[src/sv/b64_pkg.sv]
// Shared types, constants and character-mapping functions for the Base64 stream codec.
// No dependencies; every other file of the codec imports this package.
`default_nettype none

package b64_pkg;

    localparam logic       MODE_ENCODE     = 1'b0;
    localparam logic       MODE_DECODE     = 1'b1;
    localparam logic [7:0] PAD_CHAR        = 8'h3D;
    localparam int         CMD_QUEUE_DEPTH = 2;

    typedef struct packed {
        logic [7:0] in_byte;
        logic       in_last;
    } b64_in_t;

    typedef struct packed {
        logic [7:0] out_byte;
        logic       out_last;
    } b64_out_t;

    // One finished group, handed from the front to the back.
    typedef struct packed {
        logic        enc;     // 1: emit alphabet characters, 0: emit bytes
        logic [1:0]  n_m1;    // number of results minus one
        logic [1:0]  pads;    // trailing '=' characters (encode only)
        logic        last;    // final result carries out_last
        logic [23:0] bits;
    } b64_cmd_t;

    function automatic logic [5:0] sextet_of(input logic [7:0] c);
        logic [5:0] s;
        s = 6'd0;
        if (c >= 8'h41 && c <= 8'h5A) begin
            s = 6'(c - 8'h41);
        end else if (c >= 8'h61 && c <= 8'h7A) begin
            s = 6'(c - 8'h61 + 8'd26);
        end else if (c >= 8'h30 && c <= 8'h39) begin
            s = 6'(c - 8'h30 + 8'd52);
        end else if (c == 8'h2B) begin
            s = 6'd62;
        end else if (c == 8'h2F) begin
            s = 6'd63;
        end
        return s;
    endfunction

    function automatic logic [7:0] alphabet(input logic [5:0] s);
        logic [7:0] c;
        if (s < 6'd26) begin
            c = 8'h41 + {2'b00, s};
        end else if (s < 6'd52) begin
            c = 8'h61 + {2'b00, s} - 8'd26;
        end else if (s < 6'd62) begin
            c = 8'h30 + {2'b00, s} - 8'd52;
        end else if (s == 6'd62) begin
            c = 8'h2B;
        end else begin
            c = 8'h2F;
        end
        return c;
    endfunction

endpackage

`default_nettype wire

[src/sv/b64_cmdq.sv]
// Short command queue between the codec's front and back.
// Depends on b64_pkg for the command type.
`default_nettype none

module b64_cmdq
    import b64_pkg::*;
#(
    parameter int DEPTH = CMD_QUEUE_DEPTH
) (
    input  wire logic     clk,
    input  wire logic     rst_n,
    input  wire logic     q_push,
    input  wire b64_cmd_t q_wdata,
    output logic          q_full,
    input  wire logic     q_pop,
    output b64_cmd_t      q_head,
    output logic          q_empty
);

    localparam int AW = (DEPTH > 1) ? $clog2(DEPTH) : 1;
    localparam int CW = $clog2(DEPTH + 1);

    b64_cmd_t        mem [DEPTH];
    logic [AW-1:0]   wr_ptr_reg, rd_ptr_reg;
    logic [CW-1:0]   count_reg;

    assign q_full  = (count_reg == CW'(DEPTH));
    assign q_empty = (count_reg == '0);
    assign q_head  = mem[rd_ptr_reg];

    always_ff @(posedge clk) begin
        if (q_push) begin
            mem[wr_ptr_reg] <= q_wdata;
        end
    end

    always_ff @(posedge clk or negedge rst_n) begin
        if (!rst_n) begin
            wr_ptr_reg <= '0;
            rd_ptr_reg <= '0;
            count_reg  <= '0;
        end else begin
            if (q_push) begin
                wr_ptr_reg <= (wr_ptr_reg == AW'(DEPTH - 1)) ? '0 : wr_ptr_reg + 1'b1;
            end
            if (q_pop) begin
                rd_ptr_reg <= (rd_ptr_reg == AW'(DEPTH - 1)) ? '0 : rd_ptr_reg + 1'b1;
            end
            if (q_push && !q_pop) begin
                count_reg <= count_reg + 1'b1;
            end else if (q_pop && !q_push) begin
                count_reg <= count_reg - 1'b1;
            end
        end
    end

endmodule

`default_nettype wire

[src/sv/b64_front.sv]
// Front of the codec: takes input items, gathers Base64 groups and issues one
// command per finished group. Holds the mode register. Depends on b64_pkg.
`default_nettype none

module b64_front
    import b64_pkg::*;
(
    input  wire logic    clk,
    input  wire logic    rst_n,
    input  wire logic    cfg_wr,
    input  wire logic    cfg_mode,
    input  wire logic    accept,
    input  wire b64_in_t item,
    output logic         q_push,
    output b64_cmd_t     q_wdata
);

    logic        mode_reg;
    logic [23:0] group_bits_reg, group_bits_next;
    logic [1:0]  group_count_reg, group_count_next;
    logic        pad_seen_reg, pad_seen_next;

    logic [23:0] enc_bits, dec_bits;
    logic [5:0]  sext;
    logic        pad_now;
    logic        issue;
    b64_cmd_t    cmd;

    assign sext    = sextet_of(item.in_byte);
    assign pad_now = (item.in_byte == PAD_CHAR);

    always_comb begin
        unique case (group_count_reg)
            2'd0: enc_bits = group_bits_reg | {item.in_byte, 16'h0000};
            2'd1: enc_bits = group_bits_reg | {8'h00, item.in_byte, 8'h00};
            2'd2: enc_bits = group_bits_reg | {16'h0000, item.in_byte};
            default: enc_bits = group_bits_reg;
        endcase
        unique case (group_count_reg)
            2'd0: dec_bits = group_bits_reg | {sext, 18'd0};
            2'd1: dec_bits = group_bits_reg | {6'd0, sext, 12'd0};
            2'd2: dec_bits = group_bits_reg | {12'd0, sext, 6'd0};
            default: dec_bits = group_bits_reg | {18'd0, sext};
        endcase
    end

    always_comb begin
        group_bits_next  = group_bits_reg;
        group_count_next = group_count_reg;
        pad_seen_next    = pad_seen_reg;
        issue            = 1'b0;
        cmd.enc          = (mode_reg == MODE_ENCODE);
        cmd.n_m1         = 2'd3;
        cmd.pads         = 2'd0;
        cmd.last         = item.in_last;
        cmd.bits         = enc_bits;

        if (mode_reg == MODE_ENCODE) begin
            if (group_count_reg == 2'd2 || item.in_last) begin
                issue = 1'b1;
                // A short tail is padded out to four characters.
                if (group_count_reg == 2'd0) begin
                    cmd.pads = 2'd2;
                end else if (group_count_reg == 2'd1) begin
                    cmd.pads = 2'd1;
                end
                group_bits_next  = '0;
                group_count_next = '0;
                pad_seen_next    = 1'b0;
            end else begin
                group_bits_next  = enc_bits;
                group_count_next = group_count_reg + 1'b1;
            end
        end else begin
            cmd.bits = dec_bits;
            if (group_count_reg != 2'd3) begin
                // A partial group on the last character is dropped.
                if (item.in_last) begin
                    group_bits_next  = '0;
                    group_count_next = '0;
                    pad_seen_next    = 1'b0;
                end else begin
                    group_bits_next  = dec_bits;
                    group_count_next = group_count_reg + 1'b1;
                    pad_seen_next    = pad_seen_reg | (group_count_reg == 2'd2 && pad_now);
                end
            end else begin
                issue = 1'b1;
                priority if (item.in_last && pad_now && pad_seen_reg) begin
                    cmd.n_m1 = 2'd0;
                end else if (item.in_last && pad_now) begin
                    cmd.n_m1 = 2'd1;
                end else begin
                    cmd.n_m1 = 2'd2;
                end
                group_bits_next  = '0;
                group_count_next = '0;
                pad_seen_next    = 1'b0;
            end
        end
    end

    assign q_push  = accept && issue;
    assign q_wdata = cmd;

    always_ff @(posedge clk or negedge rst_n) begin
        if (!rst_n) begin
            mode_reg        <= MODE_ENCODE;
            group_bits_reg  <= '0;
            group_count_reg <= '0;
            pad_seen_reg    <= 1'b0;
        end else if (cfg_wr) begin
            // A mode change drops any partly gathered group.
            mode_reg        <= cfg_mode;
            group_bits_reg  <= '0;
            group_count_reg <= '0;
            pad_seen_reg    <= 1'b0;
        end else if (accept) begin
            group_bits_reg  <= group_bits_next;
            group_count_reg <= group_count_next;
            pad_seen_reg    <= pad_seen_next;
        end
    end

endmodule

`default_nettype wire

[src/sv/b64_back.sv]
// Back of the codec: turns each queued command into its results, one per cycle while
// the output register is free or being popped, into it. Depends on b64_pkg.
`default_nettype none

module b64_back
    import b64_pkg::*;
(
    input  wire logic     clk,
    input  wire logic     rst_n,
    input  wire b64_cmd_t q_head,
    input  wire logic     q_empty,
    output logic          q_pop,
    input  wire logic     pop,
    output logic          empty,
    output b64_out_t      result
);

    logic [1:0] idx_reg;
    logic       out_valid_reg;
    b64_out_t   out_reg;
    logic       fire, final_one;
    logic [5:0] sext;
    logic [7:0] data_byte;
    logic       is_pad;
    b64_out_t   res;

    always_comb begin
        unique case (idx_reg)
            2'd0: sext = q_head.bits[23:18];
            2'd1: sext = q_head.bits[17:12];
            2'd2: sext = q_head.bits[11:6];
            default: sext = q_head.bits[5:0];
        endcase
        unique case (idx_reg)
            2'd0: data_byte = q_head.bits[23:16];
            2'd1: data_byte = q_head.bits[15:8];
            default: data_byte = q_head.bits[7:0];
        endcase
    end

    // The last pads positions of an encoded group are '='.
    assign is_pad    = ({1'b0, idx_reg} + {1'b0, q_head.pads}) >= 3'd4;
    assign final_one = (idx_reg == q_head.n_m1);

    always_comb begin
        if (q_head.enc) begin
            res.out_byte = is_pad ? PAD_CHAR : alphabet(sext);
        end else begin
            res.out_byte = data_byte;
        end
        res.out_last = q_head.last && final_one;
    end

    assign fire   = !q_empty && (!out_valid_reg || pop);
    assign q_pop  = fire && final_one;
    assign empty  = !out_valid_reg;
    assign result = out_reg;

    always_ff @(posedge clk) begin
        if (fire) begin
            out_reg <= res;
        end
    end

    always_ff @(posedge clk or negedge rst_n) begin
        if (!rst_n) begin
            idx_reg       <= '0;
            out_valid_reg <= 1'b0;
        end else begin
            if (fire) begin
                out_valid_reg <= 1'b1;
                idx_reg       <= final_one ? 2'd0 : idx_reg + 1'b1;
            end else if (pop) begin
                out_valid_reg <= 1'b0;
            end
        end
    end

endmodule

`default_nettype wire

[src/sv/base64_stream_codec.sv]
// Top level of the Base64 stream codec: front, command queue and back.
// Depends on b64_pkg, b64_front, b64_cmdq and b64_back.
//
// Streaming Base64 (standard alphabet, '=' padding) encoder/decoder. The mode
// register picks encode (0) or decode (1); a mode write also drops any partly
// gathered group and must be done while the block is idle. The front gathers
// three bytes (encode) or four characters (decode) and queues one command per
// group; the back emits the group's results one per cycle through an output
// register while it is free or being popped. Decoding therefore sustains one
// character per cycle when results are popped; encoding is bound by the back's
// single result per cycle, as it emits four characters per three bytes. The
// first result of a group passes through the command queue and then the output
// register. A trailing partial decode group is discarded without output.
`default_nettype none

module base64_stream_codec
    import b64_pkg::*;
#(
    parameter int QUEUE_DEPTH = CMD_QUEUE_DEPTH
) (
    input  wire logic    clk,
    input  wire logic    rst_n,
    input  wire logic    cfg_valid,
    output logic         cfg_ready,
    input  wire logic    cfg_data,
    input  wire logic    push,
    output logic         full,
    input  wire b64_in_t item,
    output logic         empty,
    input  wire logic    pop,
    output b64_out_t     result
);

    logic     q_push, q_full, q_pop, q_empty;
    b64_cmd_t q_wdata, q_head;
    logic     cfg_wr;

    assign cfg_ready = 1'b1;
    assign cfg_wr    = cfg_valid && cfg_ready;
    assign full      = q_full;

    b64_front u_front (
        .clk      (clk),
        .rst_n    (rst_n),
        .cfg_wr   (cfg_wr),
        .cfg_mode (cfg_data),
        .accept   (push && !q_full),
        .item     (item),
        .q_push   (q_push),
        .q_wdata  (q_wdata)
    );

    b64_cmdq #(
        .DEPTH (QUEUE_DEPTH)
    ) u_cmdq (
        .clk     (clk),
        .rst_n   (rst_n),
        .q_push  (q_push),
        .q_wdata (q_wdata),
        .q_full  (q_full),
        .q_pop   (q_pop),
        .q_head  (q_head),
        .q_empty (q_empty)
    );

    b64_back u_back (
        .clk     (clk),
        .rst_n   (rst_n),
        .q_head  (q_head),
        .q_empty (q_empty),
        .q_pop   (q_pop),
        .pop     (pop),
        .empty   (empty),
        .result  (result)
    );

    a_no_overflow: assert property (@(posedge clk) disable iff (!rst_n)
        q_push |-> !q_full)
        else $error("command queue written while full");

    a_no_underflow: assert property (@(posedge clk) disable iff (!rst_n)
        q_pop |-> !q_empty)
        else $error("command queue read while empty");

    a_enc_four: assert property (@(posedge clk) disable iff (!rst_n)
        (!q_empty && q_head.enc) |-> (q_head.n_m1 == 2'd3 && q_head.pads != 2'd3))
        else $error("encode group not four characters with at most two pads");

    a_dec_nopad: assert property (@(posedge clk) disable iff (!rst_n)
        (!q_empty && !q_head.enc) |-> (q_head.n_m1 != 2'd3 && q_head.pads == 2'd0))
        else $error("decode group with bad result count");

endmodule

`default_nettype wire

[config.mk]
export PLATFORM = sky130hd
export DESIGN_NAME = base64_stream_codec
export DESIGN_NICKNAME = d
export VERILOG_FILES = /design/src/sv/b64_pkg.sv /design/src/sv/b64_cmdq.sv /design/src/sv/b64_front.sv /design/src/sv/b64_back.sv /design/src/sv/base64_stream_codec.sv
export SDC_FILE = /design/constraint.sdc
export NUM_CORES = 1
export LEC_CHECK = 0
export BUFFER_PORTS_ARGS = -buffer_cell sky130_fd_sc_hd__buf_4
export CORE_AREA = 2 2 129 131
export DETAILED_ROUTE_END_ITERATION = 8
export DIE_AREA = 0 0 131 133
export PLACE_DENSITY = 0.57
export SYNTH_ARGS = -nofsm -noshare
export SYNTH_HDL_FRONTEND = slang
export SYNTH_SLANG_ARGS = --single-unit
[constraint.sdc]
create_clock -name clk -period 3.7 [get_ports clk]
set_input_delay 0.185 -clock clk [delete_from_list [all_inputs] [get_ports clk]]
set_output_delay 0.185 -clock clk [all_outputs]
set_load 0.01 [all_outputs]
# Word level (Yosys, flattened, before mapping)

Memories as Yosys holds them, arrays and structs flattened.
Index checks and enable logic that the tools add are counted.

Add/subtract/negate cells: 17
Bitwise gates (word level): 9
Multiplexer cells: 54
Eq/ne operators: 11
$lt $le $gt $ge: 10
Reductions and logical operators: 28

Operators by type and width:

| operator              | number |
|---|---|
| $mux W24              | 7 |
| $pmux W24 S3          | 2 |
| $or A24 B24 Y24       | 2 |
| $mux W8               | 5 |
| $mux W2               | 16 |
| $mux W6               | 5 |
| $eq A8 B6 Y1 const B  | 3 |
| $or A24 B12 Y24       | 1 |
| $or A24 B16 Y24       | 1 |
| $or A24 B18 Y24       | 1 |
| $or A24 B6 Y24        | 1 |
| $or A24 B8 Y24        | 1 |
| $pmux W6 S3           | 1 |
| $add A7 B6 Y8 const A | 2 |
| $ge A8 B7 Y1 const B  | 2 |
| $le A8 B7 Y1 const B  | 2 |
| $mux W1               | 16 |
| $pmux W8 S2           | 1 |
| $logic_and A1 B1 Y1   | 13 |
| $lt A6 B6 Y1 const B  | 2 |
| $sub A6 B6 Y6 const B | 2 |
| $ge A8 B6 Y1 const B  | 1 |
| $le A8 B6 Y1 const B  | 1 |
| $sub A8 B5 Y8 const B | 1 |
| other kinds (25)      | 40 |

Memories: 1
Word-level logic and storage cells: 141
Input port bits: 15
Memory bits (writable): 60
Flip-flop bits (word level): 44

Memory list:

| memory     | depth | width | read ports | clocked after memory_dff | wr ports | RTL line       | source |
|---|---|---|---|---|---|---|---|
| u_cmdq.mem | 2     | 30    | 1          | 0                        | 1        | b64_cmdq.sv:23 | `b64_cmd_t mem [DEPTH];` |

# Longest topological paths before layout

Depth in word-level cells: 13
Depth in mapped cells: 14
Gate-level depth less buffers: 12

# Modules after synthesis

From an unflattened synthesis, not the netlist that was laid out.

Cells, all modules: 667
Area, all modules: 6637.6 µm²

By module, submodules not included:

| module              | cells an instance | sequential area each (µm²) | times used | area each (µm²) |
|---|---|---|---|---|
| b64_front           | 417               | 700.7                      | 1          | 3052.9 |
| b64_cmdq            | 109               | 1901.8                     | 1          | 2359.8 |
| b64_back            | 138               | 345.3                      | 1          | 1199.9 |
| base64_stream_codec | 3                 | 0.0                        | 1          | 25.0 |

# Worst setup path before layout

Ideal clock, no wire load.

Path type: register -> register
From: reg u_front.group_count_reg[0]
To: mem u_cmdq.mem[0][0] in the netlist's numbering, enable pin
Setup time: 0.417 ns
Arrival time: 2.613 ns
Required time: 3.283 ns
Period minus slack after synthesis: 3.030 ns
Setup slack: 0.670 ns
Path buffers: 1
Cell stages (with the launch flop): 8
Cell sequence: dfrtp_1 inv_1 ha_1 clkbuf_1 nor2_1 nand2_1 nand3_1 nor2_1

Cells in the longest elaborated chain, start to end: 7
Elaborated cells on any way between the ends: 9
Classes of those cells: 2 x eq/ne; 5 x mux; 2 x reduce/logical

Ends and longest elaborated chain:

| what                              | RTL line         | source |
|---|---|---|
| start, declared                   | b64_front.sv:20  | `logic [1:0] group_count_reg, group_count_next;` |
| start signal, assigned            | b64_front.sv:120 | `group_count_reg <= group_count_next;` |
| $eq A2 B2 Y1                      | b64_front.sv:59  | `if (group_count_reg == 2'd2 \|\| item.in_last) begin` |
| $logic_or A1 B1 Y1                | b64_front.sv:59  |  |
| $mux W1                           | b64_front.sv:59  |  |
| $mux W1 (*)                       | b64_front.sv:58  | `if (mode_reg == MODE_ENCODE) begin` |
| $logic_and A1 B1 Y1 (*)           | b64_front.sv:103 | `assign q_push = accept && issue;` |
| $mux W1 (*)                       | b64_cmdq.sv:32   | `if (q_push) begin` |
| $mux W1 (implied by the code) (*) | b64_cmdq.sv:33   | `mem[wr_ptr_reg] <= q_wdata;` |
| end, declared                     | b64_cmdq.sv:23   |  |

Every way passes the cells marked *; elsewhere a longest branch is shown, timed or not.

==> impl_metrics.env <==
export IMPL_grt_pass1_vias=4920
export IMPL_wl_per_cell_um=19.9
export IMPL_use_met1_pct=28.4
export IMPL_maxCapViolations=0
export IMPL_n_antenna_cell=0
export IMPL_tns_ns=0
export IMPL_drc=0
export IMPL_synth_edff_count=69
export IMPL_viasPerCell=5.87
export IMPL_grt_util_met3_pct=3.15
export IMPL_ys_seq_elements=104
export IMPL_place_gp_congestion=0.954
export IMPL_worstPathRequired_ns=3.79
export IMPL_relSlewSlack_pct=42.0
export IMPL_p_per_area_nw_per_um2=721
export IMPL_synth_most_common_cell="edfxtp_1"
export IMPL_yosysWarningCount=0
export IMPL_ctsRootBufferMaster="clkbuf_16"
export IMPL_min_period_over_period_pct=88.1
export IMPL_outcome="finished clean"
export IMPL_finalWorstPathRequiredPeriod_ns=3.26
export IMPL_rows=47
export IMPL_multi_input_area_sq_um=3110
export IMPL_grt_pass1_wl_um=27700
export IMPL_critPathLaunchType="flip-flop"
export IMPL_antenna_found_initial=0
export IMPL_vias=5164
export IMPL_crit_path_end_kind="flip-flop"
export IMPL_drt_iter0_drc=478
export IMPL_drt_pass1_iterations=6
export IMPL_wl_um=17500
export IMPL_tritoncts="yes"
export IMPL_finalNetCount=699
export IMPL_fp_dieW_um=131
export IMPL_fillers=1555
export IMPL_drt_antenna_violating_nets=0
export IMPL_clock_sinks=104
export IMPL_io_buffer_count=25
export IMPL_ys_flop_type="edfxtp_1"
export IMPL_yosysUniqueCellTypes=65
export IMPL_layout_setup_ws_ns=0.439
export IMPL_crit_fanout=11
export IMPL_grt_usage_pct=20.9
export IMPL_dieHeight_um=133
export IMPL_cts_clk_slew_worst_paths_ns=0.07
export IMPL_critical_path_class="flip-flop to flip-flop"
export IMPL_largest_register_ffs=60
export IMPL_p_leak_nw=2.79
export IMPL_worst_pin_slew_ns=0.868
export IMPL_yosys_area_top_type="edfxtp_1"
export IMPL_drive_gt1_share_pct=13.8
export IMPL_synthesis_area_sq_um=6350
export IMPL_floorplan_initialDensity_pct=39.2
export IMPL_slew_violations=0
export IMPL_max_clock_freq_mhz=307
export IMPL_rsz0062_at_grt="no"
export IMPL_post_place_ws_ns=0.318
export IMPL_cp_data_arrival_time_ns=3.35
export IMPL_postPlaceCellArea_sq_um=6780
export IMPL_ir_worst_vdd_uv=273
export IMPL_synth_fp_nets=681
export IMPL_htreeDepth=3
export IMPL_hold_viol_final=0
export IMPL_synthTopCellsByCount="edfxtp_1, nand2_1, nor2_1"
export IMPL_grt_max_degree=36
export IMPL_synth_top_area_share_pct=32.6
export IMPL_ys_top_cells_by_area="edfxtp_1, dfrtp_1, ha_1"
export IMPL_cts_buffer_depth=2
export IMPL_layout_area_overhead_vs_synth_pct=11.9
export IMPL_core_area_sq_um=16200
export IMPL_avgSynthCellArea_sq_um=9.98
export IMPL_grt_util_met2_pct=33.8
export IMPL_io_pins=27
export IMPL_hold_path_class="input port to flip-flop"
export IMPL_post_cts_buffers=0
export IMPL_synth_cells=636
export IMPL_synthArstFlopShare_pct=33.7
export IMPL_cts_buffers=9
export IMPL_stdcell_area_sq_um=7110
export IMPL_insertion_delay_ns=0.36
export IMPL_ys_seq_area_share_pct=46.4
export IMPL_dieArea_sq_um=17400
export IMPL_overflow=0
export IMPL_setup_viol=0
export IMPL_seqCellArea_sq_um=2950
export IMPL_gr_max_usage_layer="met2"
export IMPL_dp_hpwl_um=12500
export IMPL_finalClockSkew_ns=0.00723
==> routing by layer <==
metal | up-vias | wire length (um)
li1 | 2411 | -
met1 | 2455 | 7340
met2 | 259 | 8310
met3 | 39 | 1280
met4 | 0 | 588
met5 | - | 0
==> worst paths after layout <==
check,slack (ns),cells after the start,to,startpoint
max reg2reg,0.44,12,u_back.result[3],u_back.idx_reg[0]
max,0.44,12,u_back.result[3],u_back.idx_reg[0]
max in group asynchronous,3.01,2,u_front.group_bits_reg[3],rst_n
min,0.09,3,u_front.mode_reg,cfg_data
min reg2reg,0.51,1,u_cmdq.wr_ptr_reg,u_cmdq.wr_ptr_reg
min in group asynchronous,0.34,2,u_front.group_count_reg[1],rst_n
==> worst max-delay path, stage by stage, from the launching register on <==
cell and delay (ns):
dfrtp_1 0.43, inv_1 0.15, ha_1 0.41, nand2_1 0.12, a32oi_1 0.37, inv_2 0.16, ha_1 0.25, nor2b_2 0.38
nor2_1 0.12, a311oi_1 0.30, a221oi_1 0.09, mux2i_1 0.15, a32oi_1 0.07
==> logic make-up after synthesis <==
logic type | synth area share [%]
simple gates | 15.3
xor+xnor | 1.66
fa+ha+maj | 5.91
compound gates | 19.7
buf+inv | 4.69
flops | 46.4
mux | 6.21
other cells | 0.0591
==> metrics by stage <==
step	cells	utilization, %	power (mW)	hold slack, ns
after global placement	862	41.9	4.10	0.182
final	879	43.9	5.12	0.0908
after floorplan	636	-	3.42	-0.111
after CTS	879	43.9	5.13	0.0784
after detailed placement	862	41.9	4.10	0.190
after global routing	879	43.9	5.44	0.0848
==> power breakdown <==
group	leakage (nW)	switching (mW)	internal, mW	total (mW)
Combinational	1.53	1.52	0.985	2.51
Clock	0.152	0.458	0.555	1.01
Sequential	1.11	0.0977	1.51	1.61
==> repair_timing <==
| action | CTS | global route |
|---|---|---|
| gates resized for setup | 0 | 1 |
| setup endpoints to repair | 0 | 1 |
| hold buffers | 1 | 0 |
| hold endpoints to repair | 35 | 0 |
==> placed cells by master (no fill, tap or decap), drive strengths merged, types with 11 or more instances in the layout <==
master,Yosys,routed
mux2i,18,18
dfrtp,35,35
edfxtp,69,69
a32oi,12,12
nor3,13,13
inv,33,36
nand3,18,18
nor2,50,50
buf,9,41
nand2b,11,11
ha,30,30
a21oi,46,46
o21ai,44,44
mux2,18,18
nand2,60,60
==> cell type report <==
cell class              count  share of cell area (%)
clock buffers              10                    3.36
clock inverters             6                    1.06
inverters                  35                    1.85
multi-input cells         462                    43.7
flip-flops and latches    104                    41.5
well taps                 220                    3.87
repair buffers             42                    4.65
Note: power is estimated with default switching activity, not from simulation.
